===== config.mk =====
export PLATFORM = sky130hd
export DESIGN_NAME = output_vc_allocator_escape_credit_unit
export DESIGN_NICKNAME = d
export VERILOG_FILES = /design/src/rtl/ovca_pkg.sv /design/src/rtl/ovca_select.sv /design/src/rtl/output_vc_allocator_escape_credit_unit.sv
export SDC_FILE = /design/constraint.sdc
export NUM_CORES = 1
export LEC_CHECK = 0
export BUFFER_PORTS_ARGS = -buffer_cell sky130_fd_sc_hd__buf_4
export CORE_MARGIN = 2
export CORE_UTILIZATION = 35
export CTS_BUF_LIST = sky130_fd_sc_hd__clkbuf_8
export DETAILED_ROUTE_END_ITERATION = 7
export SYNTH_ARGS = -nofsm -noshare
export SYNTH_HDL_FRONTEND = slang
export SYNTH_SLANG_ARGS = --single-unit
export TNS_END_PERCENT = 10

===== constraint.sdc =====
create_clock -name clk_i -period 4.72 [get_ports clk_i]
set_input_delay 0.472 -clock clk_i [delete_from_list [all_inputs] [get_ports clk_i]]
set_output_delay 0.472 -clock clk_i [all_outputs]
set_load 0.02 [all_outputs]

===== src/rtl/ovca_pkg.sv =====
// Shared types and constants of the output channel allocator with escape channels and credits.
`default_nettype none

package ovca_pkg;

  // Fixed field widths of the item formats.
  localparam int unsigned VnetW      = 2;
  localparam int unsigned VcW        = 4;
  localparam int unsigned FreeCntW   = 3;
  localparam int unsigned FreeCntMax = 7;

  // Kinds of input item.
  typedef enum logic [1:0] {
    REQ_ALLOC  = 2'd0,
    REQ_PROBE  = 2'd1,
    REQ_CREDIT = 2'd2,
    REQ_SENT   = 2'd3
  } req_type_e;

  // One input item.
  typedef struct packed {
    req_type_e        req_type;
    logic [VnetW-1:0] vnet;
    logic [VcW-1:0]   in_vc;
    logic             is_head;
    logic             updown_here;
    logic [VcW-1:0]   target_vc;
    logic             free_flag;
  } in_item_t;

  // One result item.
  typedef struct packed {
    logic                grant;
    logic [VcW-1:0]      granted_vc;
    logic                mark_new_source;
    logic [FreeCntW-1:0] free_count;
    logic                credit_available;
    logic                credit_error;
  } out_item_t;

  // Outcome of the channel selection.
  typedef struct packed {
    logic           grant;
    logic [VcW-1:0] granted_vc;
    logic           mark_new_source;
  } sel_t;

endpackage

`default_nettype wire


===== src/rtl/ovca_select.sv =====
// Channel selection: picks the lowest eligible idle channel of a virtual network.
`default_nettype none

module ovca_select import ovca_pkg::*; #(
  parameter int unsigned VCS_PER_VNET = 4,
  parameter int unsigned NUM_VNETS    = 4
) (
  input  logic [VCS_PER_VNET*NUM_VNETS-1:0] active_i,
  input  logic                              escape_en_i,
  input  in_item_t                          item_i,
  output sel_t                              sel_o,
  output logic [FreeCntW-1:0]               free_count_o
);

  localparam int unsigned CntW = $clog2(VCS_PER_VNET + 1);

  logic [VCS_PER_VNET-1:0] grp_idle;
  logic [VCS_PER_VNET-1:0] elig;
  logic                    vnet_ok;
  logic                    esc_req;
  logic [VcW-1:0]          base;
  logic                    found;
  logic [VcW-1:0]          pick;
  logic [CntW-1:0]         idle_cnt;

  // Gather the idle bits of the requested virtual network.
  always_comb begin
    grp_idle = '0;
    vnet_ok  = 1'b0;
    esc_req  = 1'b0;
    base     = '0;
    for (int v = 0; v < NUM_VNETS; v++) begin
      if (int'(item_i.vnet) == v) begin
        vnet_ok  = 1'b1;
        grp_idle = ~active_i[v*VCS_PER_VNET +: VCS_PER_VNET];
        base     = VcW'(v * VCS_PER_VNET);
        esc_req  = int'(item_i.in_vc) == v * VCS_PER_VNET + VCS_PER_VNET - 1;
      end
    end
  end

  // Apply the escape channel rules to the idle set.
  always_comb begin
    elig = grp_idle;
    if (escape_en_i) begin
      priority if (esc_req) begin
        elig = '0;
        elig[VCS_PER_VNET-1] = grp_idle[VCS_PER_VNET-1];
      end else if (!item_i.is_head) begin
        elig = '0;
      end else if (!item_i.updown_here) begin
        elig[VCS_PER_VNET-1] = 1'b0;
      end else begin
        elig = grp_idle;
      end
    end
  end

  // Lowest eligible channel wins.
  always_comb begin
    found = 1'b0;
    pick  = '0;
    for (int i = VCS_PER_VNET - 1; i >= 0; i--) begin
      if (elig[i]) begin
        found = 1'b1;
        pick  = VcW'(i);
      end
    end
  end

  // A head flit off the escape channel that lands on it becomes a new source.
  always_comb begin
    sel_o.grant           = vnet_ok && found;
    sel_o.granted_vc      = sel_o.grant ? base + pick : '0;
    sel_o.mark_new_source = sel_o.grant && escape_en_i && !esc_req &&
                            (int'(pick) == VCS_PER_VNET - 1);
  end

  // Idle count of the virtual network, saturated to the field width.
  always_comb begin
    idle_cnt = CntW'($countones(grp_idle));
    if (int'(idle_cnt) > FreeCntMax) begin
      free_count_o = FreeCntW'(FreeCntMax);
    end else begin
      free_count_o = FreeCntW'(idle_cnt);
    end
  end

endmodule

`default_nettype wire


===== src/rtl/output_vc_allocator_escape_credit_unit.sv =====
// Top level: output port channel allocator with escape channels and credit tracking.
//
// Usage: each item on the input channel (in_valid_i/in_ready_o, in_item_i) is an
// allocation, a probe, a credit return or a flit-sent notice for this output port.
// Every item produces exactly one result item on the output channel
// (out_valid_o/out_ready_i, out_item_o) in the order the items arrived.
// The one-bit escape mode register is written through cfg_valid_i/cfg_data_i;
// cfg_ready_o is always high and writes are expected only while the block is idle.
// An accepted item is captured in the input register, then processed and captured
// in the result register once that register can take it; its result is offered
// from there. Throughput is one item per cycle while the receiver does not stall:
// the read, modify and write of the active bits and credit counts all happen in the
// single stage between the input and result registers.
// When the receiver stalls, the result register holds its item and the input
// register takes one more item; after that in_ready_o drops until the result moves.
// Reset empties both registers, sets every channel idle with a full credit count,
// and turns escape mode off.
`default_nettype none

module output_vc_allocator_escape_credit_unit import ovca_pkg::*; #(
  parameter int unsigned VCS_PER_VNET   = 4,
  parameter int unsigned NUM_VNETS      = 4,
  parameter int unsigned BUFFERS_PER_VC = 4
) (
  input  logic      clk_i,
  input  logic      rst_ni,
  input  logic      cfg_valid_i,
  output logic      cfg_ready_o,
  input  logic      cfg_data_i,
  input  logic      in_valid_i,
  output logic      in_ready_o,
  input  in_item_t  in_item_i,
  output logic      out_valid_o,
  input  logic      out_ready_i,
  output out_item_t out_item_o
);

  localparam int unsigned NumCh = VCS_PER_VNET * NUM_VNETS;
  localparam int unsigned ChW   = $clog2(NumCh);
  localparam int unsigned CrW   = $clog2(BUFFERS_PER_VC + 1);

  logic                 escape_q;
  logic                 s1_valid_q;
  in_item_t             s1_item_q;
  logic                 s1_fire;
  logic                 out_valid_q;
  out_item_t            out_item_q;
  out_item_t            out_item_d;
  logic [NumCh-1:0]     active_q;
  logic [NumCh-1:0]     active_d;
  logic [CrW-1:0]       credits_q [NumCh];
  logic [CrW-1:0]       credits_d [NumCh];
  sel_t                 sel;
  logic [FreeCntW-1:0]  free_count;
  logic                 tvalid;
  logic [ChW-1:0]       tidx;
  logic [ChW-1:0]       gidx;
  logic [CrW-1:0]       cur;
  logic [CrW-1:0]       cr_new;
  logic                 cr_err;
  logic                 is_select;

  // Configuration register; always ready.
  assign cfg_ready_o = 1'b1;

  always_ff @(posedge clk_i or negedge rst_ni) begin
    if (!rst_ni) begin
      escape_q <= 1'b0;
    end else if (cfg_valid_i && cfg_ready_o) begin
      escape_q <= cfg_data_i;
    end
  end

  // Input register; it moves on whenever the result register can take an item.
  assign s1_fire    = s1_valid_q && (!out_valid_q || out_ready_i);
  assign in_ready_o = !s1_valid_q || s1_fire;

  always_ff @(posedge clk_i or negedge rst_ni) begin
    if (!rst_ni) begin
      s1_valid_q <= 1'b0;
    end else if (in_ready_o) begin
      s1_valid_q <= in_valid_i;
    end
  end

  always_ff @(posedge clk_i) begin
    if (in_valid_i && in_ready_o) begin
      s1_item_q <= in_item_i;
    end
  end

  // Channel selection over the current active bits.
  ovca_select #(
    .VCS_PER_VNET (VCS_PER_VNET),
    .NUM_VNETS    (NUM_VNETS)
  ) u_select (
    .active_i     (active_q),
    .escape_en_i  (escape_q),
    .item_i       (s1_item_q),
    .sel_o        (sel),
    .free_count_o (free_count)
  );

  // Credit lookup for the target channel.
  assign tvalid    = int'(s1_item_q.target_vc) < NumCh;
  assign tidx      = ChW'(s1_item_q.target_vc);
  assign gidx      = ChW'(sel.granted_vc);
  assign cur       = tvalid ? credits_q[tidx] : '0;
  assign is_select = (s1_item_q.req_type == REQ_ALLOC) || (s1_item_q.req_type == REQ_PROBE);

  // Saturating credit update.
  always_comb begin
    cr_new = cur;
    cr_err = 1'b0;
    unique case (s1_item_q.req_type)
      REQ_CREDIT: begin
        if (int'(cur) >= BUFFERS_PER_VC) begin
          cr_err = 1'b1;
        end else begin
          cr_new = cur + 1'b1;
        end
      end
      REQ_SENT: begin
        if (cur == '0) begin
          cr_err = 1'b1;
        end else begin
          cr_new = cur - 1'b1;
        end
      end
      default: begin
      end
    endcase
    if (!tvalid) begin
      cr_err = 1'b0;
    end
  end

  // Next state of active bits and credit counts.
  always_comb begin
    active_d  = active_q;
    credits_d = credits_q;
    if (s1_fire) begin
      if (s1_item_q.req_type == REQ_ALLOC && sel.grant) begin
        active_d[gidx] = 1'b1;
      end
      if (s1_item_q.req_type == REQ_CREDIT && tvalid && s1_item_q.free_flag) begin
        active_d[tidx] = 1'b0;
      end
      if (!is_select && tvalid) begin
        credits_d[tidx] = cr_new;
      end
    end
  end

  always_ff @(posedge clk_i or negedge rst_ni) begin
    if (!rst_ni) begin
      active_q  <= '0;
      credits_q <= '{default: CrW'(BUFFERS_PER_VC)};
    end else begin
      active_q  <= active_d;
      credits_q <= credits_d;
    end
  end

  // Assemble the result item.
  always_comb begin
    out_item_d.grant            = is_select && sel.grant;
    out_item_d.granted_vc       = is_select ? sel.granted_vc : '0;
    out_item_d.mark_new_source  = is_select && sel.mark_new_source;
    out_item_d.free_count       = free_count;
    out_item_d.credit_available = tvalid && (cur != '0);
    out_item_d.credit_error     = !is_select && cr_err;
  end

  // Result register.
  always_ff @(posedge clk_i or negedge rst_ni) begin
    if (!rst_ni) begin
      out_valid_q <= 1'b0;
    end else if (s1_fire) begin
      out_valid_q <= 1'b1;
    end else if (out_ready_i) begin
      out_valid_q <= 1'b0;
    end
  end

  always_ff @(posedge clk_i) begin
    if (s1_fire) begin
      out_item_q <= out_item_d;
    end
  end

  assign out_valid_o = out_valid_q;
  assign out_item_o  = out_item_q;

`ifndef SYNTHESIS
  // A credit count never exceeds the buffer depth.
  a_credit_bound: assert property (@(posedge clk_i) disable iff (!rst_ni)
    s1_valid_q && tvalid |-> int'(cur) <= BUFFERS_PER_VC)
    else $error("credit count above buffer depth");

  // A granted channel was idle when it was chosen.
  a_grant_idle: assert property (@(posedge clk_i) disable iff (!rst_ni)
    s1_fire && sel.grant |-> !active_q[gidx])
    else $error("granted channel was already active");

  // An allocation marks its channel active.
  a_alloc_sets_active: assert property (@(posedge clk_i) disable iff (!rst_ni)
    s1_fire && s1_item_q.req_type == REQ_ALLOC && sel.grant |=> active_q[$past(gidx)])
    else $error("allocated channel not active");

  // A new source mark comes only with a grant.
  a_mark_needs_grant: assert property (@(posedge clk_i) disable iff (!rst_ni)
    out_valid_o && out_item_o.mark_new_source |-> out_item_o.grant)
    else $error("new source mark without grant");

  // A credit error never comes with a grant.
  a_err_no_grant: assert property (@(posedge clk_i) disable iff (!rst_ni)
    out_valid_o && out_item_o.credit_error |-> !out_item_o.grant)
    else $error("credit error on a granting item");
`endif

endmodule

`default_nettype wire

==> impl_metrics.csv <==
group,metric,value,unit
timing,slew_headroom,33.93,%
die,core-area,12520,um^2
routing,first_pass_iters,4,
finish,n_fill_cell,1236,
clocking,cts_buffers,9,
global_route,met1_usage,20.74,%
job,cap_violations,0,
pwr,p_int,1395,uW
global_route,met3_usage,4.171,%
global_route,grt.total_usage,15.01,%
pwr,p_switching,526.9,uW
die,die-area,13680,um^2
die,initial_core_util,35.67,%
critical_path,worstSetupPathType,"reg2reg",
clocking,clk_pin_slew,0.09,ns
clocking,hold_buffers,0,
routing,wire_per_inst,17.09,um
finish,drive_above_1_share,32.21,%
synthesis,synth_area_per_cell,12.68,um^2
die,die-height,116.9,um
critical_path,crit_top_cell,"mux4_2",
pwr,power_density,378.6,nW/um^2
finish,area_growth,13.73,%
clocking,postCtsSetupBuffers,0,
worst_hold_path,hold_path_class,"in2async",
critical_path,crit_required,4.98,ns
synthesis,yosys.cell_types.count,47,
synthesis,synth_ff_type,"dfrtp_1",
critical_path,cpPeakStageDelay,0.94,ns
timing,fin_crit_sh,81.60,%
routing,drt-total-wl,9520,um
clocking,htree_num_levels,3,
clocking,cts_resized,0,
clocking,clock_sinks,93,
routing,post_drt_via_cell_ratio,5.194,
global_route,grt_pass1_wl,15200,um
critical_path,crit_buf_inv,0,
global_route,top_usage_layer,"met2",
placement,portBuffers,33,
timing,holdWs,0.1904,ns
timing,finalMaxSlewViolations,0,
timing,fmax,259.6,MHz
critical_path,worstSetupStartpointType,"register",
critical_path,crit_slowest_cell,"edfxtp_1",
critical_path,crit_arrival,4.11,ns
routing,final_antenna_net_count,0,
timing,setup_violations,0,
global_route,grt_pass1_vias,2822,
finish,diodes,0,
critical_path,crit_fanout,17,
synthesis,synth_top_area_cell,"dfrtp_1",
critical_path,crit_chain,"mux4_2, mux4_2, ha_1, nor4_2, a31oi_1, a221o_1, mux2_2",
finish,finalNetCount,410,
global_route,antenna_found_initial,0,
timing,finalClockSkew,0.01333,ns
synthesis,syn_nets,382,
clocking,root_buffer,"clkbuf_8",
synthesis,yosysTopAreaCellShare,28.59,%
pwr,seqPwrFrac,52.3,%
pwr,swShare,27.42,%
placement,place.gp.congestion,0.8248,
global_route,grt_max_degree,68,
routing,vias,2893,
synthesis,postSynth.asyncResetShare,72.04,%
synthesis,yosys_register_bits,93,
routing,drc,0,
pwr,power_frac_comb,16.6,%
clocking,cts_buffer_depth,2,
placement,dp_hpwl,6774,um
pwr,p_leak,0.002153,uW
finish,final_area,5077,um^2
timing,period_needed,3.852,ns
synthesis,ys_seq_area_share,55.49,%
global_route,use_met2,22.77,%
synthesis,synth_area_leaders,"dfrtp_1, edfxtp_1, dfstp_2",
die,die_w,116.9,um
timing,timing.setup.tns,0,ns
pwr,ir_worst_vdd,0.0001500,V
status,outcome,"complete, no violations",
timing,fin_ws,0.8683,ns
global_route,overflow,0,
clocking,cts_tree,"yes",
pwr,clockPowerShare,31.2,%
clocking,insertion_delay,0.38,ns
die,placementRows,41,
synthesis,synth_area,4464,um^2
synthesis,yosysWarnings,0,
die,ios,35,
routing,drt_iter0_markers,165,
timing,rsz0062_at_grt,"no",
placement,place_ws,0.8759,ns
placement,place_area,4855,um^2
timing,worst_pin_slew,0.9845,ns
synthesis,synthCells,352,
synthesis,synth_edf_count,26,
timing,hold_viol_final,0,
critical_path,setup.worst_path.end_class,"register",
critical_path,crit_family,"multiplexers",
[worst paths after layout]
path	cells after the start	slack, ns	startpoint	end
min reg2reg	2	0.49	credits_q[3]	credits_q[3]
min in group clk_i	1	0.27	in_item_i[14]	s1_item_q[14]
max reg2reg	7	0.87	tidx[0]	credits_q[1]
max	7	0.87	tidx[0]	credits_q[1]
max in group asynchronous	1	3.97	rst_ni	active_q[7]
min	1	0.19	rst_ni	credits_q[43]
[power by group through the flow]
stage	clock, uW	sequential, uW	combinational, uW
2_1_floorplan	0	996	225
3_3_place_gp	0	1020	310
3_5_place_dp	0	1020	320
4_1_cts	614	1010	322
5_1_grt	649	1020	354
6_report	599	1000	318
[logic make-up (layout without fill, tap and decap cells)]
group	count (synthesis)	after routing	synth area share [%]
flip-flops	93	93	55.49
AND/OR/NAND/NOR	91	91	9.950
AO/OA/AOI/OAI	67	67	9.697
multiplexers	55	55	18.05
buffers and inverters	31	64	3.055
adder cells (fa/ha/maj)	9	9	2.691
XOR/XNOR	5	5	0.9811
other	1	1	0.08400
[worst register-to-register path, cell delays in order, from the launching register on]
cell and delay [ns]:
edfxtp_1 0.94, mux4_2 0.61, mux4_2 0.57, ha_1 0.26
nor4_2 0.30, a31oi_1 0.13, a221o_1 0.57, mux2_2 0.37
[cells in the mapped netlist (3+ instances only)]
cell / number
dfrtp_1: 51
nand2_1: 41
mux2_2: 34
edfxtp_1: 26
o21ai_0: 21
mux4_2: 17
dfstp_2: 16
a21oi_1: 15
inv_1: 13
nor2_1: 13
clkbuf_1: 12
a31oi_1: 9
ha_1: 8
nor3_1: 8
nand2b_1: 6
a41oi_1: 5
and2_1: 5
o221a_2: 5
a21o_1: 4
mux2i_1: 4
nor2b_1: 4
nor4b_1: 3
xnor2_1: 3
[cells in the final DEF, fill, tap and decap left out, types with 2 or more instances in the layout]
cell type / count
a21o_1: 4
a21oi_1: 15
a31oi_1: 9
a41oi_1: 5
and2_1: 5
and3_1: 2
buf_4: 35
bufinv_16: 2
clkbuf_8: 10
dfrtp_1: 51
dfstp_2: 16
edfxtp_1: 26
ha_1: 8
inv_1: 14
inv_4: 2
mux2_2: 34
mux2i_1: 4
mux4_2: 17
nand2_1: 41
nand2b_1: 6
nor2_1: 13
nor2b_1: 4
nor3_1: 8
nor4_1: 2
nor4b_1: 3
o21ai_0: 21
o221a_2: 5
xnor2_1: 3
xor2_1: 2
[final cells by class]
| type | count | area, um^2 | share of cell area [%] |
|---|---|---|---|
| sequential | 93 | 2477 | 48.79 |
| tap | 172 | 215.2 | 4.239 |
| timing repair buffer | 35 | 262.8 | 5.175 |
| multi-input combinational | 228 | 1851 | 36.45 |
| clock inverter | 6 | 85.08 | 1.676 |
| clock buffer | 10 | 137.6 | 2.711 |
| inverter | 13 | 48.80 | 0.9611 |
[stage by stage]
| step | total power (uW) | utilization, % | std cells |
|---|---|---|---|
| global route | 2020 | 40.56 | 557 |
| floorplan | 1221 | - | 352 |
| detailed placement | 1341 | 38.78 | 541 |
| global placement | 1331 | 38.78 | 541 |
| finish | 1922 | 40.56 | 557 |
| CTS | 1942 | 40.56 | 557 |
[flip-flops by register name, summed over array words and instances (netlist names)]
register and flops:
credits_q 48, out_valid_o 1, active_q 16, s1_valid_q 1
out_item_o 11, s1_item_q 11, tidx 4, escape_q 1
[metal layers]
metal / wire length [um] / vias to the layer above
met5: 0 / -
met4: 164 / 0
met3: 459 / 9
met2: 4415 / 72
met1: 4481 / 1465
li1: - / 1347
No activity file was read; power rests on OpenSTA's default activity.
